### src/hdl/ssp_pkg.sv
// Package: shared constants, types and helpers of the size string parser.
`default_nettype none
package ssp_pkg;

   localparam int MAX_FRAC_DIGITS = 19;
   localparam int FRAC_LIMIT = (MAX_FRAC_DIGITS < 19) ? MAX_FRAC_DIGITS : 19;

   localparam logic [2:0] STATUS_OK           = 3'd0;
   localparam logic [2:0] STATUS_UNKNOWN_UNIT = 3'd1;
   localparam logic [2:0] STATUS_DECIMAL      = 3'd2;
   localparam logic [2:0] STATUS_INVALID      = 3'd3;
   localparam logic [2:0] STATUS_BAD_START    = 3'd4;
   localparam logic [2:0] STATUS_CONV_FAIL    = 3'd5;

   localparam logic [7:0] CHAR_DOT = 8'd46;
   localparam logic [7:0] CHAR_B   = 8'd66;
   localparam logic [7:0] CHAR_K   = 8'd75;
   localparam logic [7:0] CHAR_M   = 8'd77;
   localparam logic [7:0] CHAR_G   = 8'd71;

   localparam logic [4:0] SHIFT_NONE = 5'd0;
   localparam logic [4:0] SHIFT_KB   = 5'd10;
   localparam logic [4:0] SHIFT_MB   = 5'd20;
   localparam logic [4:0] SHIFT_GB   = 5'd30;

   localparam logic [63:0] INT_LIMIT = 64'd1844674407370955161;
   localparam logic [63:0] SIZE_MAX  = 64'hFFFF_FFFF_FFFF_FFFF;

   typedef struct packed {
      logic take;
      logic finish;
      logic step;
      logic deliver;
   } ssp_cmd_type;

   typedef struct packed {
      logic scale_done;
   } ssp_stat_type;

   function automatic logic [63:0] pow_ten(input logic [4:0] n);
      logic [63:0] p;
      case (n)
         5'd0:    p = 64'd1;
         5'd1:    p = 64'd10;
         5'd2:    p = 64'd100;
         5'd3:    p = 64'd1000;
         5'd4:    p = 64'd10000;
         5'd5:    p = 64'd100000;
         5'd6:    p = 64'd1000000;
         5'd7:    p = 64'd10000000;
         5'd8:    p = 64'd100000000;
         5'd9:    p = 64'd1000000000;
         5'd10:   p = 64'd10000000000;
         5'd11:   p = 64'd100000000000;
         5'd12:   p = 64'd1000000000000;
         5'd13:   p = 64'd10000000000000;
         5'd14:   p = 64'd100000000000000;
         5'd15:   p = 64'd1000000000000000;
         5'd16:   p = 64'd10000000000000000;
         5'd17:   p = 64'd100000000000000000;
         5'd18:   p = 64'd1000000000000000000;
         default: p = 64'd10000000000000000000;
      endcase
      return p;
   endfunction

endpackage
`default_nettype wire

### src/hdl/ssp_if.sv
// Interfaces: character request channel and size response channel.
`default_nettype none
interface ssp_req_if;
   logic       valid;
   logic       ready;
   logic [7:0] character;
   logic       last_char;

   modport source (output valid, output character, output last_char, input ready);
   modport sink (input valid, input character, input last_char, output ready);
endinterface

interface ssp_rsp_if;
   logic        valid;
   logic        ready;
   logic [63:0] byte_count;
   logic [2:0]  status;

   modport source (output valid, output byte_count, output status, input ready);
   modport sink (input valid, input byte_count, input status, output ready);
endinterface
`default_nettype wire

### src/hdl/ssp_ctrl.sv
// Controller: sequences character intake, finishing, scaling and result hand-off.
`default_nettype none
module ssp_ctrl (
   input  wire logic                 clock,
   input  wire logic                 reset,
   input  wire logic                 req_valid,
   input  wire logic                 req_last,
   output logic                      req_ready,
   output logic                      rsp_valid,
   input  wire logic                 rsp_ready,
   input  wire ssp_pkg::ssp_stat_type stat,
   output ssp_pkg::ssp_cmd_type      cmd
);

   typedef enum logic [1:0] {S_ACCEPT, S_FINISH, S_SCALE, S_DONE} state_type;

   state_type state_ff, state_in;
   logic      rsp_valid_ff, rsp_valid_in;

   always_comb begin
      cmd.take    = req_valid && (state_ff == S_ACCEPT);
      cmd.finish  = (state_ff == S_FINISH);
      cmd.step    = (state_ff == S_SCALE) && !stat.scale_done;
      cmd.deliver = (state_ff == S_DONE) && (!rsp_valid_ff || rsp_ready);

      state_in = state_ff;
      case (state_ff)
         S_ACCEPT: begin
            if (cmd.take && req_last) state_in = S_FINISH;
         end
         S_FINISH: state_in = S_SCALE;
         S_SCALE: begin
            if (stat.scale_done) state_in = S_DONE;
         end
         S_DONE: begin
            if (cmd.deliver) state_in = S_ACCEPT;
         end
         default: state_in = S_ACCEPT;
      endcase

      if (cmd.deliver) rsp_valid_in = 1'b1;
      else if (rsp_ready) rsp_valid_in = 1'b0;
      else rsp_valid_in = rsp_valid_ff;
   end

   always_ff @(posedge clock) begin
      if (reset) begin
         state_ff     <= S_ACCEPT;
         rsp_valid_ff <= 1'b0;
      end else begin
         state_ff     <= state_in;
         rsp_valid_ff <= rsp_valid_in;
      end
   end

   assign req_ready = (state_ff == S_ACCEPT);
   assign rsp_valid = rsp_valid_ff;

endmodule
`default_nettype wire

### src/hdl/ssp_datapath.sv
// Datapath: parse state, finishing decode, bit-serial fraction scaler, result register.
`default_nettype none
module ssp_datapath (
   input  wire logic                 clock,
   input  wire logic                 reset,
   input  wire ssp_pkg::ssp_cmd_type cmd,
   input  wire logic [7:0]           character,
   output ssp_pkg::ssp_stat_type     stat,
   output logic [63:0]               byte_count,
   output logic [2:0]                status
);

   typedef enum logic [2:0] {
      PH_LEAD, PH_INT, PH_FRAC, PH_GAP, PH_UNIT, PH_BAD, PH_FAIL
   } phase_type;

   phase_type   phase_ff, phase_in;
   logic [63:0] int_ff, int_in;
   logic [63:0] frac_ff, frac_in;
   logic [4:0]  fcnt_ff, fcnt_in;
   logic        dot_ff, dot_in;
   logic [7:0]  uchar0_ff, uchar0_in;
   logic [7:0]  uchar1_ff, uchar1_in;
   logic [1:0]  ulen_ff, ulen_in;
   logic        spend_ff, spend_in;
   logic        pinv_ff, pinv_in;
   logic        ovf_ff, ovf_in;

   logic [63:0] base_ff, base_in;
   logic [2:0]  code_ff, code_in;
   logic [63:0] rem_ff, rem_in;
   logic [63:0] den_ff, den_in;
   logic [4:0]  iter_ff, iter_in;
   logic [29:0] bits_ff, bits_in;
   logic [63:0] byte_count_ff, byte_count_in;
   logic [2:0]  status_ff, status_in;

   logic        numeral, is_blank, unit_add;
   logic [3:0]  digit;
   logic [4:0]  shift;
   logic        too_big, scaling;
   logic [63:0] den_f;
   logic [64:0] twice;
   logic        ge;

   assign numeral  = character inside {[8'd48:8'd57]};
   assign is_blank = character inside {8'd32, [8'd9:8'd13]};
   assign digit    = character[3:0];

   // character intake and clear on finish
   always_comb begin
      phase_in  = phase_ff;
      int_in    = int_ff;
      frac_in   = frac_ff;
      fcnt_in   = fcnt_ff;
      dot_in    = dot_ff;
      uchar0_in = uchar0_ff;
      uchar1_in = uchar1_ff;
      ulen_in   = ulen_ff;
      spend_in  = spend_ff;
      pinv_in   = pinv_ff;
      ovf_in    = ovf_ff;
      unit_add  = 1'b0;

      if (cmd.take) begin
         if ((phase_ff == PH_LEAD || phase_ff == PH_INT) && numeral && !ovf_ff) begin
            if (int_ff > ssp_pkg::INT_LIMIT ||
                (int_ff == ssp_pkg::INT_LIMIT && digit > 4'd5)) begin
               ovf_in = 1'b1;
               int_in = ssp_pkg::SIZE_MAX;
            end else begin
               int_in = (int_ff << 3) + (int_ff << 1) + {60'd0, digit};
            end
         end
         case (phase_ff)
            PH_LEAD: begin
               if (numeral) phase_in = PH_INT;
               else if (character == ssp_pkg::CHAR_DOT) begin
                  dot_in   = 1'b1;
                  phase_in = PH_FRAC;
               end else if (!is_blank) phase_in = PH_BAD;
            end
            PH_INT: begin
               if (character == ssp_pkg::CHAR_DOT) begin
                  dot_in   = 1'b1;
                  phase_in = PH_FRAC;
               end else if (!numeral) begin
                  pinv_in = 1'b1;
                  if (is_blank) phase_in = PH_GAP;
                  else unit_add = 1'b1;
               end
            end
            PH_FRAC: begin
               if (numeral) begin
                  if (fcnt_ff < 5'(ssp_pkg::FRAC_LIMIT)) begin
                     frac_in = (frac_ff << 3) + (frac_ff << 1) + {60'd0, digit};
                     fcnt_in = fcnt_ff + 5'd1;
                  end
               end else if (is_blank) phase_in = PH_GAP;
               else unit_add = 1'b1;
            end
            PH_GAP, PH_UNIT: begin
               if (character == ssp_pkg::CHAR_DOT && !dot_ff && pinv_ff) phase_in = PH_FAIL;
               else if (is_blank) begin
                  if (phase_ff == PH_UNIT) spend_in = 1'b1;
               end else unit_add = 1'b1;
            end
            default: ;
         endcase
         if (unit_add) begin
            if (spend_ff && ulen_ff != 2'd0) ulen_in = 2'd3;
            else begin
               if (ulen_ff == 2'd0) uchar0_in = character;
               else if (ulen_ff == 2'd1) uchar1_in = character;
               if (ulen_ff != 2'd3) ulen_in = ulen_ff + 2'd1;
            end
            spend_in = 1'b0;
            phase_in = PH_UNIT;
         end
      end

      if (cmd.finish) begin
         phase_in  = PH_LEAD;
         int_in    = 64'd0;
         frac_in   = 64'd0;
         fcnt_in   = 5'd0;
         dot_in    = 1'b0;
         uchar0_in = 8'd0;
         uchar1_in = 8'd0;
         ulen_in   = 2'd0;
         spend_in  = 1'b0;
         pinv_in   = 1'b0;
         ovf_in    = 1'b0;
      end
   end

   // finishing decode and scaler
   always_comb begin
      shift = ssp_pkg::SHIFT_NONE;
      if (ulen_ff == 2'd2 && uchar1_ff == ssp_pkg::CHAR_B) begin
         if (uchar0_ff == ssp_pkg::CHAR_K) shift = ssp_pkg::SHIFT_KB;
         else if (uchar0_ff == ssp_pkg::CHAR_M) shift = ssp_pkg::SHIFT_MB;
         else if (uchar0_ff == ssp_pkg::CHAR_G) shift = ssp_pkg::SHIFT_GB;
      end

      case (shift)
         ssp_pkg::SHIFT_KB: too_big = (int_ff[63:54] != 10'd0);
         ssp_pkg::SHIFT_MB: too_big = (int_ff[63:44] != 20'd0);
         ssp_pkg::SHIFT_GB: too_big = (int_ff[63:34] != 30'd0);
         default:           too_big = 1'b0;
      endcase

      scaling = (phase_ff == PH_UNIT) && (shift != ssp_pkg::SHIFT_NONE) && !ovf_ff && !too_big;

      base_in = 64'd0;
      code_in = ssp_pkg::STATUS_OK;
      case (phase_ff)
         PH_LEAD: ;
         PH_BAD:  code_in = ssp_pkg::STATUS_BAD_START;
         PH_FAIL: code_in = ssp_pkg::STATUS_CONV_FAIL;
         PH_INT, PH_GAP, PH_FRAC: begin
            if (!dot_ff) begin
               if (ovf_ff) code_in = ssp_pkg::STATUS_CONV_FAIL;
               else base_in = int_ff;
            end else begin
               code_in = ssp_pkg::STATUS_DECIMAL;
               base_in = int_ff;
            end
         end
         PH_UNIT: begin
            if (ulen_ff >= 2'd2) begin
               if (shift == ssp_pkg::SHIFT_NONE) code_in = ssp_pkg::STATUS_UNKNOWN_UNIT;
            end else if (dot_ff) code_in = ssp_pkg::STATUS_DECIMAL;
            else code_in = ssp_pkg::STATUS_INVALID;
            if (ovf_ff || too_big) base_in = ssp_pkg::SIZE_MAX;
            else begin
               case (shift)
                  ssp_pkg::SHIFT_KB: base_in = {int_ff[53:0], 10'd0};
                  ssp_pkg::SHIFT_MB: base_in = {int_ff[43:0], 20'd0};
                  ssp_pkg::SHIFT_GB: base_in = {int_ff[33:0], 30'd0};
                  default:           base_in = int_ff;
               endcase
            end
         end
         default: ;
      endcase

      den_f = ssp_pkg::pow_ten(fcnt_ff);
      twice = {rem_ff, 1'b0};
      ge    = (twice >= {1'b0, den_ff});

      rem_in  = rem_ff;
      den_in  = den_ff;
      iter_in = iter_ff;
      bits_in = bits_ff;
      if (cmd.finish) begin
         den_in  = den_f;
         rem_in  = (frac_ff >= den_f) ? den_f - 64'd1 : frac_ff;
         iter_in = scaling ? shift : 5'd0;
         bits_in = 30'd0;
      end else if (cmd.step) begin
         rem_in  = ge ? 64'(twice - {1'b0, den_ff}) : twice[63:0];
         iter_in = iter_ff - 5'd1;
         bits_in = {bits_ff[28:0], ge};
      end

      if (!cmd.finish) begin
         base_in = base_ff;
         code_in = code_ff;
      end

      byte_count_in = byte_count_ff;
      status_in     = status_ff;
      if (cmd.deliver) begin
         byte_count_in = base_ff | {34'd0, bits_ff};
         status_in     = code_ff;
      end
   end

   always_ff @(posedge clock) begin
      if (reset) begin
         phase_ff  <= PH_LEAD;
         int_ff    <= 64'd0;
         frac_ff   <= 64'd0;
         fcnt_ff   <= 5'd0;
         dot_ff    <= 1'b0;
         uchar0_ff <= 8'd0;
         uchar1_ff <= 8'd0;
         ulen_ff   <= 2'd0;
         spend_ff  <= 1'b0;
         pinv_ff   <= 1'b0;
         ovf_ff    <= 1'b0;
         iter_ff   <= 5'd0;
      end else begin
         phase_ff  <= phase_in;
         int_ff    <= int_in;
         frac_ff   <= frac_in;
         fcnt_ff   <= fcnt_in;
         dot_ff    <= dot_in;
         uchar0_ff <= uchar0_in;
         uchar1_ff <= uchar1_in;
         ulen_ff   <= ulen_in;
         spend_ff  <= spend_in;
         pinv_ff   <= pinv_in;
         ovf_ff    <= ovf_in;
         iter_ff   <= iter_in;
      end
   end

   always_ff @(posedge clock) begin
      base_ff       <= base_in;
      code_ff       <= code_in;
      rem_ff        <= rem_in;
      den_ff        <= den_in;
      bits_ff       <= bits_in;
      byte_count_ff <= byte_count_in;
      status_ff     <= status_in;
   end

   assign stat.scale_done = (iter_ff == 5'd0);
   assign byte_count      = byte_count_ff;
   assign status          = status_ff;

endmodule
`default_nettype wire

### src/hdl/size_string_parser.sv
// Top level: size string parser, controller plus datapath behind valid/ready channels.
// Flow: after the last character the controller passes through its finish, scale and done
//   states; the scaler runs only for a scaled KB, MB or GB unit; delivery registers the result.
// Throughput: one character per cycle while accepting; after a last character the next one waits
//   for finish, the one-bit-per-cycle scaler and delivery, longer while an earlier result is unread.
// Reset: synchronous, active high; clears parse and control state, no clearing pass.
`default_nettype none
module size_string_parser (
   input wire logic   clock,
   input wire logic   reset,
   ssp_req_if.sink    req_chan,
   ssp_rsp_if.source  rsp_chan
);

   ssp_pkg::ssp_cmd_type  cmd;
   ssp_pkg::ssp_stat_type stat;

   ssp_ctrl u_ctrl (
      .clock     (clock),
      .reset     (reset),
      .req_valid (req_chan.valid),
      .req_last  (req_chan.last_char),
      .req_ready (req_chan.ready),
      .rsp_valid (rsp_chan.valid),
      .rsp_ready (rsp_chan.ready),
      .stat      (stat),
      .cmd       (cmd)
   );

   ssp_datapath u_datapath (
      .clock      (clock),
      .reset      (reset),
      .cmd        (cmd),
      .character  (req_chan.character),
      .stat       (stat),
      .byte_count (rsp_chan.byte_count),
      .status     (rsp_chan.status)
   );

   a_deliver_free: assert property (@(posedge clock) disable iff (reset)
      cmd.deliver |-> (!rsp_chan.valid || rsp_chan.ready))
      else $error("result register overwritten while a transaction is pending");

   a_fail_zero: assert property (@(posedge clock) disable iff (reset)
      (rsp_chan.valid && (rsp_chan.status == ssp_pkg::STATUS_BAD_START ||
                          rsp_chan.status == ssp_pkg::STATUS_CONV_FAIL))
      |-> (rsp_chan.byte_count == 64'd0))
      else $error("non-zero byte count on a failed parse");

   a_step_bounded: assert property (@(posedge clock) disable iff (reset)
      cmd.step |-> !stat.scale_done)
      else $error("scaler stepped with no iterations left");

   a_no_take_busy: assert property (@(posedge clock) disable iff (reset)
      cmd.finish |-> !req_chan.ready)
      else $error("character accepted while finishing");

endmodule
`default_nettype wire
### src/flat_wrapper.sv
// flat-port wrapper written by rule: the top's interface ports become plain ports
module size_string_parser_flat 
  (clock, reset, req_chan_valid, req_chan_character, req_chan_last_char, req_chan_ready, rsp_chan_valid, rsp_chan_byte_count, rsp_chan_status, rsp_chan_ready);
  ssp_req_if req_chan_i ();
  ssp_rsp_if rsp_chan_i ();
  input wire logic clock;
  input wire logic reset;
  input wire logic [$bits(req_chan_i.valid)-1:0] req_chan_valid;
  input wire logic [$bits(req_chan_i.character)-1:0] req_chan_character;
  input wire logic [$bits(req_chan_i.last_char)-1:0] req_chan_last_char;
  output wire logic [$bits(req_chan_i.ready)-1:0] req_chan_ready;
  output wire logic [$bits(rsp_chan_i.valid)-1:0] rsp_chan_valid;
  output wire logic [$bits(rsp_chan_i.byte_count)-1:0] rsp_chan_byte_count;
  output wire logic [$bits(rsp_chan_i.status)-1:0] rsp_chan_status;
  input wire logic [$bits(rsp_chan_i.ready)-1:0] rsp_chan_ready;
  assign req_chan_i.valid = req_chan_valid;
  assign req_chan_i.character = req_chan_character;
  assign req_chan_i.last_char = req_chan_last_char;
  assign req_chan_ready = req_chan_i.ready;
  assign rsp_chan_valid = rsp_chan_i.valid;
  assign rsp_chan_byte_count = rsp_chan_i.byte_count;
  assign rsp_chan_status = rsp_chan_i.status;
  assign rsp_chan_i.ready = rsp_chan_ready;
  size_string_parser u_core (.clock(clock), .reset(reset), .req_chan(req_chan_i), .rsp_chan(rsp_chan_i));
endmodule
### config.mk
export PLATFORM = sky130hd
export DESIGN_NAME = size_string_parser_flat
export DESIGN_NICKNAME = d
export VERILOG_FILES = /design/src/hdl/ssp_pkg.sv /design/src/hdl/ssp_if.sv /design/src/hdl/ssp_ctrl.sv /design/src/hdl/ssp_datapath.sv /design/src/hdl/size_string_parser.sv /design/src/flat_wrapper.sv
export SDC_FILE = /design/constraint.sdc
export NUM_CORES = 2
export LEC_CHECK = 0
export BUFFER_PORTS_ARGS = -buffer_cell sky130_fd_sc_hd__buf_4
export CAP_MARGIN = 15
export CORE_MARGIN = 3
export CORE_UTILIZATION = 55
export DETAILED_ROUTE_END_ITERATION = 8
export PLACE_DENSITY = 0.8
export SLEW_MARGIN = 20
export SYNTH_ARGS = -nofsm -noshare
export SYNTH_HDL_FRONTEND = slang
export SYNTH_SLANG_ARGS = --single-unit
export TNS_END_PERCENT = 10
### constraint.sdc
create_clock -name clock -period 8.82 [get_ports clock]
set_input_delay 0 -clock clock [delete_from_list [all_inputs] [get_ports clock]]
set_output_delay 0 -clock clock [all_outputs]
set_load 0.02 [all_outputs]
==> flow_summary.yaml <==
detailed_routing:
  met2_length_um: 48580
  m1WireLength_um: 43510
  viasPerCell: 6.241
  top_layer_used: "met5"
  ant_nets: 0
  wl_per_cell_um: 20.38
  dr.pass1.iters: 7
  vias: 31960
  wl_met3_um: 6434
  drt_wl_total_um: 104300
  drc: 0
  drtIter0Drc: 3173
worst_setup_path:
  critPathLaunchType: "flop"
  crit_slowest_cell: "o41ai_1"
  reg2regPathDepth: 15
  cp-end-kind: "flop"
  arrival_ns: 5.49
  reg2reg_slack_ns: 3.83
  crit_path_cell_trace: "inv_1, fa_1, inv_1, ha_1, nand3_1, a211oi_1, o22ai_1, o41ai_1, o21ai_1, o21ai_1, a21oi_1, o311ai_1, o31ai_1, xnor2_1, a221oi_1"
  required_ns: 9.32
  cp_max_fo: 6
  cpPeakStageDelay_ns: 0.78
  critical_path_class: "flop to flop"
hold_path:
  hold_depth: 3
  hp-class: "input pin to flop"
sta:
  fmax_mhz: 200.5
  max-slew-margin-rel: 0.2454
  setup_viol: 0
  rsz0062_at_grt: "false"
  setup_tns_ns: 0
  finalHoldWorstSlack_ns: 0.2288
  worstMarginPinSlew_ns: 1.128
  timing.final.hold_violations: 0
  min_period_ns: 4.987
  fin_crit_sh: 0.5654
  final-max-slew-violation-count: 0
  finClkSkew_ns: 0.03038
clocking:
  cts.clk_slew.worst_paths_ns: 0.07
  h-tree-depth: 2
  clock-root-buffer: "clkbuf_16"
  clk_latency_ns: 0.62
  cts_tree: "built"
  cts_made_buffers: 51
  cts_max_path_buffers: 3
  cts_resized: 0
  clock_sinks: 502
die:
  dieArea_mm2: 0.06889
  initial_utilization: 0.5582
  die_w_um: 262.5
  fp.dieH_um: 262.5
  std_cell_rows: 93
  io_pins: 82
  core_area_mm2: 0.06481
power:
  power.density_mw_per_mm2: 255.7
  ir_drop_mv: 0.1521
  leakagePower_nw: 16.50
global_routing:
  overflow: 0
  antenna_found_initial: 1
  grt_pass1_wl_um: 165300
  grt_max_degree: 161
  grt.total_usage: 0.2912
  grt_pass1_vias: 30760
finish:
  drive_above_1_share: 0.06798
  fillers: 5543
  nets: 4624
  area_growth_pct: 8.851
  finalInstanceArea_mm2: 0.03938
  num_antenna_cells: 0
placed_design:
  portBuffers: 81
  gp_congestion: 0.9803
  hpwl_um: 78200
  dpl_cell_area_mm2: 0.03744
run:
  drv_cap: 0
synthesis:
  synth_warnings: 0
  syn_avg_cell_area_um2: 8.514
  syn_nets: 4650
  synth_top_area_share: 0.2092
  synthArstFlopShare: 0
  yosysTopAreaCell: "edfxtp_1"
  syn_area_mm2: 0.03618
  synth_edf_count: 252
  yosys.cell_count.top_type: "a21oi_1"
  synthCells: 4249
  ys_seq_area_frac: 0.3475
  netlist_top_cells_count: "a21oi_1, nand2_1, ha_1"
  ys_types: 87
  ys_ff_latch: 502
  synthTopCellsByArea: "edfxtp_1, dfxtp_1, ha_1"
  ys.flop_type: "edfxtp_1"
run_status:
  status: "finished, final reports clean"
==> path summary, 6_finish.rpt <==
kind                                                                  start                                         end
worst max-delay path               u_core.u_datapath.int_ff[0]$_SDFFE_PP0P_   u_core.u_datapath.int_ff[63]$_SDFFE_PP0P_
worst min-delay path                                                  reset   u_core.u_datapath.iter_ff[4]$_SDFFE_PP0P_
worst max register to register     u_core.u_datapath.int_ff[0]$_SDFFE_PP0P_   u_core.u_datapath.int_ff[63]$_SDFFE_PP0P_
worst min register to register  u_core.u_datapath.base_ff[36]$_SDFFCE_PN0P_  u_core.u_datapath.byte_count[36]$_DFFE_PP_
==> flip-flops by register name, indices dropped and copies added (netlist names), 5 cells and up <==
name	flops
u_core.u_datapath.iter_ff	5
u_core.u_datapath.uchar0_ff	8
u_core.u_datapath.uchar1_ff	8
u_core.u_datapath.int_ff	64
u_core.u_datapath.frac_ff	64
u_core.u_datapath.base_ff	64
u_core.u_datapath.rem_ff	64
u_core.u_datapath.den_ff	54
u_core.u_datapath.fcnt_ff	5
u_core.u_datapath.den_f	54
u_core.u_datapath.bits_ff	30
u_core.u_datapath.byte_count	64
==> timing repair <==
action	in CTS	in global routing
hold endpoints to repair	30	0
hold buffers	13	0
setup buffers	0	0
==> metal layers <==
metal | global-route usage | up-vias
met3 | 0.03520 | 338
li1 | - | 15430
met5 | 0 | -
met2 | 0.4832 | 1318
met1 | 0.3748 | 14880
met4 | 0.1486 | 2
==> logic make-up after synthesis <==
logic type | share of synthesized area
AOI/OAI and AO/OA | 0.2242
and+or+nand+nor | 0.1619
DFF | 0.3475
buffers and inverters | 0.04548
adders and majority gates | 0.1355
xor gates and xnor gates | 0.05423
muxes | 0.03109
==> metrics by stage <==
step	std cells	utilization	total power [mW]	setup slack, ns
finish	5121	0.6076	10.07	3.833
global route	5121	0.6076	10.65	3.577
CTS	5121	0.6076	9.998	3.914
detailed placement	5012	0.5777	7.662	3.979
global placement	5012	0.5777	7.606	4.122
floorplan	4249	-	6.604	2.933
==> cell usage in the layout, fill, tap and decap left out, types with 82 or more instances in the layout <==
| cell type | netlist | layout |
|---|---|---|
| a21oi_1 | 492 | 492 |
| nand2_1 | 488 | 486 |
| ha_1 | 383 | 382 |
| nor2_1 | 295 | 290 |
| edfxtp_1 | 252 | 252 |
| dfxtp_1 | 250 | 250 |
| inv_1 | 214 | 214 |
| o21ai_0 | 208 | 208 |
| xnor2_1 | 154 | 154 |
| buf_4 | 5 | 119 |
| a21o_1 | 102 | 101 |
| mux2i_1 | 100 | 100 |
| o21ai_1 | 87 | 87 |
| nor3_1 | 84 | 82 |
==> report_power, final <==
| group | internal, mW | switching (mW) | total [mW] | leakage [nW] |
|---|---|---|---|---|
| clock network | 1.35 | 0.967 | 2.32 | 0.883 |
| registers | 3.14 | 0.252 | 3.39 | 4.40 |
| logic | 1.62 | 2.74 | 4.36 | 11.2 |
| total | 6.11 | 3.96 | 10.1 | 16.5 |
==> final cells by class <==
cell class	count	area (um^2)	share of cell area
multi-input cells	3315	22060	0.5602
flip-flops and latches	502	12570	0.3193
clock buffers	77	1594	0.04048
well taps	855	1070	0.02717
repair buffers	133	1044	0.02650
inverters	220	825.8	0.02097
clock inverters	19	214.0	0.005433
==> critical path: cells and delay by family (launching register included) <==
family	cells	cell delay, ns
XOR/XNOR	1	0.14
flip-flops	1	0.45
adder cells (fa/ha/maj)	2	0.86
AO/OA/AOI/OAI	9	3.09
AND/OR/NAND/NOR	1	0.12
buffers and inverters	2	0.20
(Power assumes the default switching activity.)
